### config.mk
export PLATFORM = sky130hd
export DESIGN_NAME = banked_best_score_keeper_top
export DESIGN_NICKNAME = d
export VERILOG_FILES = /design/src/rtl/bbsk_pkg.sv /design/src/rtl/bbsk_front.sv /design/src/rtl/bbsk_cmd_fifo.sv /design/src/rtl/bbsk_res_fifo.sv /design/src/rtl/bbsk_back.sv /design/src/rtl/banked_best_score_keeper_top.sv
export SDC_FILE = /design/constraint.sdc
export NUM_CORES = 2
export LEC_CHECK = 0
export BUFFER_PORTS_ARGS = -buffer_cell sky130_fd_sc_hd__buf_2
export CAP_MARGIN = 10
export CORE_AREA = 2 2 509 460
export DETAILED_ROUTE_END_ITERATION = 7
export DIE_AREA = 0 0 511 462
export HOLD_SLACK_MARGIN = 0.02
export MAX_ROUTING_LAYER = met4
export PLACE_DENSITY = 0.67
export SLEW_MARGIN = 20
export SYNTH_ARGS = -nofsm -noshare
export SYNTH_HDL_FRONTEND = slang
export SYNTH_SLANG_ARGS = --single-unit
### constraint.sdc
create_clock -name clk -period 10 [get_ports clk]
set_input_delay 0 -clock clk [delete_from_list [all_inputs] [get_ports clk]]
set_output_delay 0 -clock clk [all_outputs]
set_load 0.1 [all_outputs]
### src/rtl/bbsk_pkg.sv
// ----------------------------------------------------------------------------
// bbsk_pkg
// Shared constants, codes and beat types of the banked best score keeper.
// ----------------------------------------------------------------------------
package bbsk_pkg;

  localparam int NUM_BANKS = 4;
  localparam int SLOTS     = 8;
  localparam int KEY_BYTES = 4;

  localparam int MODE_W    = 2;
  localparam int BANK_W    = 2;
  localparam int KEY_W     = 32;
  localparam int SCORE_W   = 16;
  localparam int SLOTOUT_W = 3;
  localparam int CFG_W     = 4;

  localparam int MAX_SHOWN = 8;
  localparam int N_MAX     = (SLOTS < MAX_SHOWN) ? SLOTS : MAX_SHOWN;
  localparam int SLOT_W    = (SLOTS > 1) ? $clog2(SLOTS) : 1;
  localparam int CNT_W     = $clog2(SLOTS + 1);
  localparam int ENTRIES   = NUM_BANKS * SLOTS;
  localparam int ADDR_W    = (ENTRIES > 1) ? $clog2(ENTRIES) : 1;

  localparam logic signed [SCORE_W-1:0] INIT_SCORE = 16'sd25600;
  localparam logic [KEY_W-1:0] KEY_MASK = (KEY_BYTES >= 4) ? {KEY_W{1'b1}} :
    KEY_W'((64'd1 << (8 * KEY_BYTES)) - 64'd1);
  localparam logic [CFG_W-1:0] SHOWN_RESET = 4'd8;

  localparam logic [MODE_W-1:0] MODE_INSERT = 2'd0;
  localparam logic [MODE_W-1:0] MODE_CLEAR  = 2'd1;
  localparam logic [MODE_W-1:0] MODE_DUMP   = 2'd2;
  localparam logic [MODE_W-1:0] MODE_NONE   = 2'd3;

  localparam int CMD_DEPTH = 2;
  localparam int CMD_PTR_W = 1;
  localparam int RES_DEPTH = 4;
  localparam int RES_PTR_W = 2;

  typedef enum logic [1:0] {
    OP_INSERT = 2'd0,
    OP_CLEAR  = 2'd1,
    OP_DUMP   = 2'd2
  } op_t;

  typedef struct packed {
    op_t                        op;
    logic [BANK_W-1:0]          bank;
    logic [KEY_W-1:0]           key;
    logic signed [SCORE_W-1:0]  score;
    logic [CNT_W-1:0]           n;
  } cmd_t;

  typedef struct packed {
    logic [SLOTOUT_W-1:0]       slot;
    logic [KEY_W-1:0]           key;
    logic signed [SCORE_W-1:0]  score;
    logic                       replaced;
    logic                       last;
  } res_t;

endpackage

### src/rtl/bbsk_front.sv
// ----------------------------------------------------------------------------
// bbsk_front
// Accepts input beats, drops those with no effect and builds commands.
// ----------------------------------------------------------------------------
module bbsk_front (
  input  logic                                clk,
  input  logic                                rst,
  input  logic                                push,
  input  logic [bbsk_pkg::MODE_W-1:0]         mode,
  input  logic [bbsk_pkg::BANK_W-1:0]         bank,
  input  logic [bbsk_pkg::KEY_W-1:0]          key_word,
  input  logic signed [bbsk_pkg::SCORE_W-1:0] cand_score,
  input  logic                                cfg_we,
  input  logic [bbsk_pkg::CFG_W-1:0]          cfg_wdata,
  input  logic                                q_full,
  output logic                                cmd_push,
  output bbsk_pkg::cmd_t                      cmd
);

  logic [bbsk_pkg::CFG_W-1:0] shown_count;
  logic                       keep;
  logic [bbsk_pkg::CNT_W-1:0] n;

  always_ff @(posedge clk) begin
    if (rst) begin
      shown_count <= bbsk_pkg::SHOWN_RESET;
    end else if (cfg_we) begin
      shown_count <= cfg_wdata;
    end
  end

  always_comb begin
    if (shown_count == '0) begin
      n = bbsk_pkg::CNT_W'(1);
    end else if (int'(shown_count) > bbsk_pkg::N_MAX) begin
      n = bbsk_pkg::CNT_W'(bbsk_pkg::N_MAX);
    end else begin
      n = bbsk_pkg::CNT_W'(shown_count);
    end
  end

  always_comb begin
    cmd.bank  = bank;
    cmd.key   = key_word & bbsk_pkg::KEY_MASK;
    cmd.score = cand_score;
    cmd.n     = n;
    unique case (mode)
      bbsk_pkg::MODE_INSERT: begin
        cmd.op = bbsk_pkg::OP_INSERT;
        keep   = int'(bank) < bbsk_pkg::NUM_BANKS;
      end
      bbsk_pkg::MODE_CLEAR: begin
        cmd.op = bbsk_pkg::OP_CLEAR;
        keep   = 1'b1;
      end
      bbsk_pkg::MODE_DUMP: begin
        cmd.op = bbsk_pkg::OP_DUMP;
        keep   = int'(bank) < bbsk_pkg::NUM_BANKS;
      end
      default: begin
        cmd.op = bbsk_pkg::OP_INSERT;
        keep   = 1'b0;
      end
    endcase
  end

  assign cmd_push = push && !q_full && keep;

endmodule

### src/rtl/bbsk_cmd_fifo.sv
// ----------------------------------------------------------------------------
// bbsk_cmd_fifo
// Short command queue between the front and the back.
// ----------------------------------------------------------------------------
module bbsk_cmd_fifo (
  input  logic           clk,
  input  logic           rst,
  input  logic           wr,
  input  bbsk_pkg::cmd_t wdata,
  output logic           full,
  input  logic           rd,
  output logic           valid,
  output bbsk_pkg::cmd_t rdata
);

  bbsk_pkg::cmd_t                 mem [bbsk_pkg::CMD_DEPTH];
  logic [bbsk_pkg::CMD_PTR_W-1:0] wr_ptr;
  logic [bbsk_pkg::CMD_PTR_W-1:0] rd_ptr;
  logic [bbsk_pkg::CMD_PTR_W:0]   count;
  logic                           do_wr;
  logic                           do_rd;

  assign full  = count == (bbsk_pkg::CMD_PTR_W+1)'(bbsk_pkg::CMD_DEPTH);
  assign valid = count != '0;
  assign rdata = mem[rd_ptr];
  assign do_wr = wr && !full;
  assign do_rd = rd && valid;

  always_ff @(posedge clk) begin
    if (do_wr) begin
      mem[wr_ptr] <= wdata;
    end
  end

  always_ff @(posedge clk) begin
    if (rst) begin
      wr_ptr <= '0;
      rd_ptr <= '0;
      count  <= '0;
    end else begin
      if (do_wr) begin
        wr_ptr <= wr_ptr + 1'b1;
      end
      if (do_rd) begin
        rd_ptr <= rd_ptr + 1'b1;
      end
      if (do_wr && !do_rd) begin
        count <= count + 1'b1;
      end else if (!do_wr && do_rd) begin
        count <= count - 1'b1;
      end
    end
  end

endmodule

### src/rtl/bbsk_res_fifo.sv
// ----------------------------------------------------------------------------
// bbsk_res_fifo
// Result queue that decouples the back from the receiver.
// ----------------------------------------------------------------------------
module bbsk_res_fifo (
  input  logic           clk,
  input  logic           rst,
  input  logic           wr,
  input  bbsk_pkg::res_t wdata,
  output logic           full,
  input  logic           rd,
  output logic           empty,
  output bbsk_pkg::res_t rdata
);

  bbsk_pkg::res_t                 mem [bbsk_pkg::RES_DEPTH];
  logic [bbsk_pkg::RES_PTR_W-1:0] wr_ptr;
  logic [bbsk_pkg::RES_PTR_W-1:0] rd_ptr;
  logic [bbsk_pkg::RES_PTR_W:0]   count;
  logic                           do_wr;
  logic                           do_rd;

  assign full  = count == (bbsk_pkg::RES_PTR_W+1)'(bbsk_pkg::RES_DEPTH);
  assign empty = count == '0;
  assign rdata = mem[rd_ptr];
  assign do_wr = wr && !full;
  assign do_rd = rd && !empty;

  always_ff @(posedge clk) begin
    if (do_wr) begin
      mem[wr_ptr] <= wdata;
    end
  end

  always_ff @(posedge clk) begin
    if (rst) begin
      wr_ptr <= '0;
      rd_ptr <= '0;
      count  <= '0;
    end else begin
      if (do_wr) begin
        wr_ptr <= wr_ptr + 1'b1;
      end
      if (do_rd) begin
        rd_ptr <= rd_ptr + 1'b1;
      end
      if (do_wr && !do_rd) begin
        count <= count + 1'b1;
      end else if (!do_wr && do_rd) begin
        count <= count - 1'b1;
      end
    end
  end

endmodule

### src/rtl/bbsk_back.sv
// ----------------------------------------------------------------------------
// bbsk_back
// Executes commands against the key and score stores: max scan and replace,
// clear, and insertion sort into a row of cells followed by write back/emit.
// ----------------------------------------------------------------------------
module bbsk_back (
  input  logic           clk,
  input  logic           rst,
  input  logic           cmd_valid,
  input  bbsk_pkg::cmd_t cmd,
  output logic           cmd_pop,
  input  logic           res_full,
  output logic           res_push,
  output bbsk_pkg::res_t res
);

  typedef enum logic [4:0] {
    S_IDLE  = 5'b00001,
    S_SCAN  = 5'b00010,
    S_INS   = 5'b00100,
    S_LOAD  = 5'b01000,
    S_DRAIN = 5'b10000
  } state_t;

  state_t                                state;
  bbsk_pkg::cmd_t                        cur;
  logic [bbsk_pkg::CNT_W-1:0]            cnt;
  logic signed [bbsk_pkg::SCORE_W-1:0]   mx;
  logic [bbsk_pkg::SLOT_W-1:0]           at;
  logic                                  found;

  logic [bbsk_pkg::KEY_W-1:0]            key_mem   [bbsk_pkg::ENTRIES];
  logic signed [bbsk_pkg::SCORE_W-1:0]   score_mem [bbsk_pkg::ENTRIES];
  logic [bbsk_pkg::ENTRIES-1:0]          s_vld;
  logic [bbsk_pkg::ENTRIES-1:0]          k_vld;

  logic [bbsk_pkg::KEY_W-1:0]            rd_key;
  logic signed [bbsk_pkg::SCORE_W-1:0]   rd_score;
  logic                                  rd_svld;
  logic                                  rd_kvld;
  logic                                  rd_en;
  logic                                  rd_last;
  logic [bbsk_pkg::SLOT_W-1:0]           rd_slot;
  logic signed [bbsk_pkg::SCORE_W-1:0]   eff_s;
  logic [bbsk_pkg::KEY_W-1:0]            eff_k;

  logic [bbsk_pkg::KEY_W-1:0]            c_key   [bbsk_pkg::SLOTS];
  logic signed [bbsk_pkg::SCORE_W-1:0]   c_score [bbsk_pkg::SLOTS];
  logic [bbsk_pkg::SLOTS-1:0]            c_occ;
  logic [bbsk_pkg::SLOTS-1:0]            gt;

  logic [bbsk_pkg::ADDR_W-1:0]           base;
  logic [bbsk_pkg::ADDR_W-1:0]           ra;
  logic                                  we;
  logic [bbsk_pkg::ADDR_W-1:0]           wa;
  logic [bbsk_pkg::KEY_W-1:0]            wk;
  logic signed [bbsk_pkg::SCORE_W-1:0]   ws;
  logic                                  issuing;
  logic                                  hit;
  logic                                  show;
  logic                                  go;

  assign base    = bbsk_pkg::ADDR_W'(cur.bank) * bbsk_pkg::ADDR_W'(bbsk_pkg::SLOTS);
  assign ra      = base + bbsk_pkg::ADDR_W'(cnt);
  assign issuing = (state == S_SCAN || state == S_LOAD) &&
                   (cnt < bbsk_pkg::CNT_W'(bbsk_pkg::SLOTS));
  assign eff_s   = rd_svld ? rd_score : bbsk_pkg::INIT_SCORE;
  assign eff_k   = rd_kvld ? rd_key : '0;
  assign hit     = found && (mx > cur.score);
  assign show    = cnt < cur.n;
  assign go      = !(show && res_full);
  assign cmd_pop = (state == S_IDLE) && cmd_valid;

  // store read, one entry a cycle
  always_ff @(posedge clk) begin
    rd_key   <= key_mem[ra];
    rd_score <= score_mem[ra];
    rd_svld  <= s_vld[ra];
    rd_kvld  <= k_vld[ra];
    rd_slot  <= bbsk_pkg::SLOT_W'(cnt);
    rd_last  <= cnt == bbsk_pkg::CNT_W'(bbsk_pkg::SLOTS - 1);
  end

  always_ff @(posedge clk) begin
    if (we) begin
      key_mem[wa]   <= wk;
      score_mem[wa] <= ws;
    end
  end

  // unwritten entries read as their reset value
  always_ff @(posedge clk) begin
    if (rst) begin
      s_vld <= '0;
      k_vld <= '0;
    end else if (cmd_pop && cmd.op == bbsk_pkg::OP_CLEAR) begin
      s_vld <= '0;
    end else if (we) begin
      s_vld[wa] <= 1'b1;
      k_vld[wa] <= 1'b1;
    end
  end

  always_comb begin
    we       = 1'b0;
    wa       = base + bbsk_pkg::ADDR_W'(cnt);
    wk       = c_key[0];
    ws       = c_score[0];
    res_push = 1'b0;
    res      = '0;
    unique case (state)
      S_INS: begin
        wa       = base + bbsk_pkg::ADDR_W'(at);
        wk       = cur.key;
        ws       = cur.score;
        we       = hit && !res_full;
        res_push = !res_full;
        res.last = 1'b1;
        if (hit) begin
          res.slot     = bbsk_pkg::SLOTOUT_W'(at);
          res.key      = cur.key;
          res.score    = cur.score;
          res.replaced = 1'b1;
        end
      end
      S_DRAIN: begin
        we        = go;
        res_push  = go && show;
        res.slot  = bbsk_pkg::SLOTOUT_W'(cnt);
        res.key   = c_key[0];
        res.score = c_score[0];
        res.last  = cnt == (cur.n - bbsk_pkg::CNT_W'(1));
      end
      default: begin
      end
    endcase
  end

  always_comb begin
    for (int i = 0; i < bbsk_pkg::SLOTS; i++) begin
      gt[i] = !c_occ[i] || (c_score[i] > eff_s);
    end
  end

  // sorted row: an arriving entry goes after every equal score already held
  always_ff @(posedge clk) begin
    if (state == S_LOAD && rd_en) begin
      if (gt[0]) begin
        c_key[0]   <= eff_k;
        c_score[0] <= eff_s;
      end
      for (int i = 1; i < bbsk_pkg::SLOTS; i++) begin
        if (gt[i]) begin
          if (gt[i-1]) begin
            c_key[i]   <= c_key[i-1];
            c_score[i] <= c_score[i-1];
          end else begin
            c_key[i]   <= eff_k;
            c_score[i] <= eff_s;
          end
        end
      end
    end else if (state == S_DRAIN && go) begin
      for (int i = 0; i < bbsk_pkg::SLOTS - 1; i++) begin
        c_key[i]   <= c_key[i+1];
        c_score[i] <= c_score[i+1];
      end
    end
  end

  always_ff @(posedge clk) begin
    if (rst) begin
      c_occ <= '0;
    end else if (cmd_pop) begin
      c_occ <= '0;
    end else if (state == S_LOAD && rd_en) begin
      c_occ[0] <= 1'b1;
      for (int i = 1; i < bbsk_pkg::SLOTS; i++) begin
        if (gt[i]) begin
          c_occ[i] <= gt[i-1] ? c_occ[i-1] : 1'b1;
        end
      end
    end
  end

  always_ff @(posedge clk) begin
    if (cmd_pop) begin
      cur <= cmd;
    end
    if (state == S_SCAN && rd_en && (eff_s > mx)) begin
      mx <= eff_s;
      at <= rd_slot;
    end else if (cmd_pop) begin
      mx <= '0;
      at <= '0;
    end
  end

  always_ff @(posedge clk) begin
    if (rst) begin
      state <= S_IDLE;
      cnt   <= '0;
      rd_en <= 1'b0;
      found <= 1'b0;
    end else begin
      rd_en <= issuing;
      if (issuing) begin
        cnt <= cnt + 1'b1;
      end
      unique case (state)
        S_IDLE: begin
          cnt   <= '0;
          found <= 1'b0;
          if (cmd_valid) begin
            unique case (cmd.op)
              bbsk_pkg::OP_INSERT: state <= S_SCAN;
              bbsk_pkg::OP_DUMP:   state <= S_LOAD;
              default:             state <= S_IDLE;
            endcase
          end
        end
        S_SCAN: begin
          if (rd_en && (eff_s > mx)) begin
            found <= 1'b1;
          end
          if (rd_en && rd_last) begin
            state <= S_INS;
          end
        end
        S_INS: begin
          if (!res_full) begin
            state <= S_IDLE;
          end
        end
        S_LOAD: begin
          if (rd_en && rd_last) begin
            cnt   <= '0;
            state <= S_DRAIN;
          end
        end
        S_DRAIN: begin
          if (go) begin
            cnt <= cnt + 1'b1;
            if (cnt == bbsk_pkg::CNT_W'(bbsk_pkg::SLOTS - 1)) begin
              state <= S_IDLE;
            end
          end
        end
        default: begin
          state <= S_IDLE;
        end
      endcase
    end
  end

endmodule

### src/rtl/banked_best_score_keeper_top.sv
// ----------------------------------------------------------------------------
// banked_best_score_keeper_top
// Keeps the lowest scoring key candidates of each bank; insert, clear, dump.
// ----------------------------------------------------------------------------
// Input beats enter on push/full; results leave on empty/pop, oldest first.
// shown_count is written through cfg_we/cfg_wdata; the user must write it
// only while the block is idle, as the block itself does not enforce this.
// Insert: one result beat; one store read per slot for the max scan, then
//   the replace write.
// Clear: no result; all scores return to 100.0 at once.
// Dump: shown_count result beats, clamped to 1..N_MAX, after SLOTS reads
//   into the sort row, then SLOTS write backs.
// A two-entry command queue takes the next beats while the back works.
// Mode 3 and out-of-range banks are taken and dropped.
// Reset (synchronous) empties both queues, restores shown_count to 8, keys
// to zero and scores to 100.0 with no clearing pass.
// When the receiver stalls the result queue fills, the back waits and then
// full rises once the command queue is full.
// ----------------------------------------------------------------------------
module banked_best_score_keeper_top (
  input  logic                                  clk,
  input  logic                                  rst,
  input  logic                                  push,
  output logic                                  full,
  input  logic [bbsk_pkg::MODE_W-1:0]           mode,
  input  logic [bbsk_pkg::BANK_W-1:0]           bank,
  input  logic [bbsk_pkg::KEY_W-1:0]            key_word,
  input  logic signed [bbsk_pkg::SCORE_W-1:0]   cand_score,
  input  logic                                  cfg_we,
  input  logic [bbsk_pkg::CFG_W-1:0]            cfg_wdata,
  output logic                                  empty,
  input  logic                                  pop,
  output logic [bbsk_pkg::SLOTOUT_W-1:0]        slot,
  output logic [bbsk_pkg::KEY_W-1:0]            out_key,
  output logic signed [bbsk_pkg::SCORE_W-1:0]   out_score,
  output logic                                  replaced,
  output logic                                  last
);

  bbsk_pkg::cmd_t front_cmd;
  bbsk_pkg::cmd_t back_cmd;
  bbsk_pkg::res_t back_res;
  bbsk_pkg::res_t head;
  logic           cmd_push;
  logic           cmd_valid;
  logic           cmd_pop;
  logic           res_push;
  logic           res_full;

  bbsk_front u_front (
    .clk        (clk),
    .rst        (rst),
    .push       (push),
    .mode       (mode),
    .bank       (bank),
    .key_word   (key_word),
    .cand_score (cand_score),
    .cfg_we     (cfg_we),
    .cfg_wdata  (cfg_wdata),
    .q_full     (full),
    .cmd_push   (cmd_push),
    .cmd        (front_cmd)
  );

  bbsk_cmd_fifo u_cmd_fifo (
    .clk   (clk),
    .rst   (rst),
    .wr    (cmd_push),
    .wdata (front_cmd),
    .full  (full),
    .rd    (cmd_pop),
    .valid (cmd_valid),
    .rdata (back_cmd)
  );

  bbsk_back u_back (
    .clk       (clk),
    .rst       (rst),
    .cmd_valid (cmd_valid),
    .cmd       (back_cmd),
    .cmd_pop   (cmd_pop),
    .res_full  (res_full),
    .res_push  (res_push),
    .res       (back_res)
  );

  bbsk_res_fifo u_res_fifo (
    .clk   (clk),
    .rst   (rst),
    .wr    (res_push),
    .wdata (back_res),
    .full  (res_full),
    .rd    (pop),
    .empty (empty),
    .rdata (head)
  );

  assign slot      = head.slot;
  assign out_key   = head.key;
  assign out_score = head.score;
  assign replaced  = head.replaced;
  assign last      = head.last;

endmodule

==> results by group <==
Status
  • Status: finished with violations
  • Violated checks: DRC

Job
  • # Max-Cap Violations: 0

Logic synthesis
  • Yosys warning count: 0
  • Post-Syn Nets: 6144
  • Synth area leaders: edfxtp_1 67%, mux4_2 12%, dfxtp_1 3.0%
  • Mean Syn Cell Area: 17.5 sq um
  • Seq/Total Area, Yosys: 70.3%
  • Post-synth top area cell: edfxtp_1
  • Netlist Area Pre-Place: 0.103 sq mm
  • Top FF cell, synth: edfxtp_1
  • Mapped Cells: 5913
  • Synth async-reset ratio: 0%
  • Area share of the largest cell type after synthesis: 67.3%
  • Distinct cells, synth: 90
  • Post-synth EDFFs: 2317
  • Flops & latches, synth: 2472

Clock network
  • Postcts setup bufs: 0
  • Num CTS Buffers: 227
  • Hold buffer count at CTS: 124
  • Root buffer cell: clkbuf_16
  • Worst-path clk slew: 60 ps
  • Cts repair resizes: 0
  • Max Root-Sink Buffers: 3
  • Worst-Skew Late Latency: 880 ps
  • CTS tree: done
  • Clk sink count: 2472
  • H-tree Lvls: 4

Final layout
  • Nets: 6393
  • ANT cells: 0
  • Filler cell count: 18300
  • Share of layout cells above drive strength 1: 23.6%
  • Core Util, Final: 50.6%
  • Layout area overhead: 13.4%

Worst setup path
  • Worst reg2reg setup slack: 4050 ps
  • CP arrival: 6550 ps
  • Setup CP Type: register to register
  • Slowest-stage cell, CP: a2111oi_0
  • CP peak stage delay: 1030 ps
  • Crit path cell chain: nand2b_1 > inv_1 > ha_1 > a21o_1 > a2111oi_0 > o21ai_1 > a222oi_1 > o21ai_0 > a21oi_4 > buf_4 > mux2_2
  • Buf+Inv Stages, Crit Path: 2
  • Instance count on the critical path: 11
  • Critical Path RT: 10600 ps
  • Setup crit start: u_back.rd_svld
  • Critical path launch point type: register
  • Reg2reg end: u_back.c_key[0][251]
  • CP Capture Type: register
  • CP endpoint: u_back.c_key[0][251]
  • Family with the most delay on the worst path: compound AO/OA/AOI/OAI gates
  • Crit path max fanout: 48
  • Reg2reg start: u_back.rd_svld
  • Reg2reg path depth: 11

Die
  • Die Y-Extent: 462 um
  • # IOs: 116
  • Die W: 511 um
  • Die area: 0.236 sq mm
  • Cell Rows: 168
  • Starting Density: 44.7%
  • Core area: 0.231 sq mm

Power
  • Combinational fraction of design power: 14.4%
  • VDD IR max: 0.196 mV
  • Power Dens Cells: 214 mW/mm^2
  • Seq pwr share: 49.3%
  • Internal: 0.0184 W
  • Sw frac: 26.7%
  • Clk pwr share: 36.2%
  • Switching pwr: 0.00668 W
  • Pleak: 37.8 nW

Global routing
  • Total GRT Usage: 25.2%
  • Pin count of the biggest net entering global routing: 146
  • Grt total ovfl: 0
  • Vias in the first global route: 58300
  • Initial antenna violation count: 4
  • First-pass GRT wire length: 417000 um

Timing
  • Clk_skew: 49.4 ps
  • Period Utilization, post-route: 59.5%
  • FMAX: 168 MHz
  • Measured slew at the worst slew-check pin: 1190 ps
  • Setup slack after layout: 4050 ps
  • Pins Over Slew Limit: 0
  • RSZ-0062 raised after global routing: no
  • Fin crit period: 5950 ps
  • Max_slew headroom: 18.4%
  • Setup violations, final: 0
  • Final Hold Viols: 0
  • Setup tns final: 0 ps

Routing
  • Vias: 59700
  • Total Wirelength: 295000 um
  • DR vias/cell: 6.34
  • WL/cell: 31.3 um
  • DRC errors left: 1
  • Antenna-violating nets left: 0
  • Pre-Repair DR Iteration Count: 8
  • Iter 0 DRT Violations: 8800

Placement
  • Place WS: 4080 ps
  • Final RePlAce weighted congestion: 0.936
  • Post-DP HPWL: 165000 um
  • Number of buffers added on ports: 115

Worst hold path
  • Worst hold path class: input pin to register
## worst register-to-register path, cell delays in order (launching register included)
cell and delay, ps:
dfxtp_1 940, nand2b_1 440, inv_1 520, ha_1 350, a21o_1 160, a2111oi_0 1030, o21ai_1 170, a222oi_1 380
o21ai_0 300, a21oi_4 180, buf_4 770, mux2_2 470
## kinds of logic (layout without fill, tap and decap cells)
group / Yosys count / count (layout) / share of synthesized area (%)
xor gates and xnor gates: 16 / 16 / 0.136
DFF: 2472 / 2472 / 70.3
buffers and inverters: 523 / 972 / 2.04
muxes: 862 / 862 / 15.2
AOI/OAI and AO/OA: 862 / 862 / 5.71
adders and majority gates: 170 / 170 / 2.07
and+or+nand+nor: 1008 / 1008 / 4.50
## state kept, by name, indices dropped and copies added (netlist names), 8 cells and up, named ones only
name              cells
u_back.cur           54
u_back.key_mem     1024
u_back.k_vld         32
u_back.rd_key        32
u_back.c_score      128
u_back.c_key        256
u_back.score_mem    512
u_res_fifo.mem      212
u_back.rd_score      16
u_back.c_occ          8
u_back.mx            16
u_back.s_vld         32
u_cmd_fifo.mem      112
## synthesized netlist by cell type (all sizes together), types with 37 or more instances
library cell,count
edfxtp,2317
buf,106
nor3,107
o21ai,181
o22ai,45
mux2i,156
o31ai,65
and3,51
ha,169
mux2,153
clkbuf,281
mux4,553
a31oi,99
a21oi,134
and2,45
a32o,37
nor2,204
inv,135
a221o,46
nand4,79
a21o,70
dfxtp,155
nand2,432
## worst min path at each step
stage	start	to	slack, ps	depth (start not counted)
4_1_cts	mode[1]	u_cmd_fifo.mem[0][54]	40	3
3_3_place_gp	key_word[3]	u_cmd_fifo.mem[0][23]	190	1
2_1_floorplan	cand_score[6]	u_cmd_fifo.mem[0][10]	100	0
5_1_grt	mode[1]	u_cmd_fifo.mem[1][54]	70	3
3_5_place_dp	key_word[5]	u_cmd_fifo.mem[0][25]	190	1
6_report	mode[1]	u_cmd_fifo.mem[0][54]	100	3
## placed cells by master (no fill, tap or decap), drive strengths merged, types with 33 or more instances in the layout
cell type and count:
a21o 70, a21oi 134, a221o 46, a22oi 35, a31oi 99, a32o 37
and2 45, and3 51, buf 283, clkbuf 305, clkinv 82, dfxtp 155
dlygate4sd3 124, edfxtp 2317, ha 169, inv 144, mux2 153, mux2i 156
mux4 553, nand2 432, nand4 79, nor2 204, nor3 107, o21a 33
o21ai 181, o22ai 45, o31ai 65
## through the flow
| stage | cell area [sq um] | hold WS [ps] | instances | power (W) |
|---|---|---|---|---|
| 2_1_floorplan | 103000 | 98.9 | 5913 | 0.0149 |
| 3_3_place_gp | 108000 | 187 | 8868 | 0.0161 |
| 3_5_place_dp | 108000 | 193 | 8868 | 0.0161 |
| 4_1_cts | 117000 | 42.8 | 9421 | 0.0251 |
| 5_1_grt | 117000 | 67.6 | 9422 | 0.0258 |
| 6_report | 117000 | 104 | 9422 | 0.0251 |
## power by group through the flow
stage          Combinational, W  Clock, W  Sequential (W)
6_report                0.00362   0.00908          0.0124
5_1_grt                 0.00383   0.00956          0.0124
4_1_cts                 0.00362   0.00916          0.0124
3_5_place_dp            0.00357         0          0.0126
3_3_place_gp            0.00352         0          0.0126
2_1_floorplan           0.00262         0          0.0123
## layer usage
| metal | routed length, um | GRT usage [%] | share of wire (%) |
|---|---|---|---|
| met1 | 117000 | 34.3 | 40 |
| met2 | 138000 | 38.8 | 47 |
| met3 | 29400 | 4.66 | 10 |
| met4 | 9590 | 7.67 | 3.3 |
| met5 | 0 | - | 0 |
## final cells by class
class,instances,area [sq um],share of cell area [%]
multi-input combinational,2918,29200,24.9
timing repair buffer,407,3160,2.70
inverter,136,512,0.437
sequential,2472,72700,62.0
clock buffer,305,6390,5.45
tap,3060,3830,3.27
clock inverter,124,1440,1.22
Note: power is estimated with default switching activity, not from simulation.
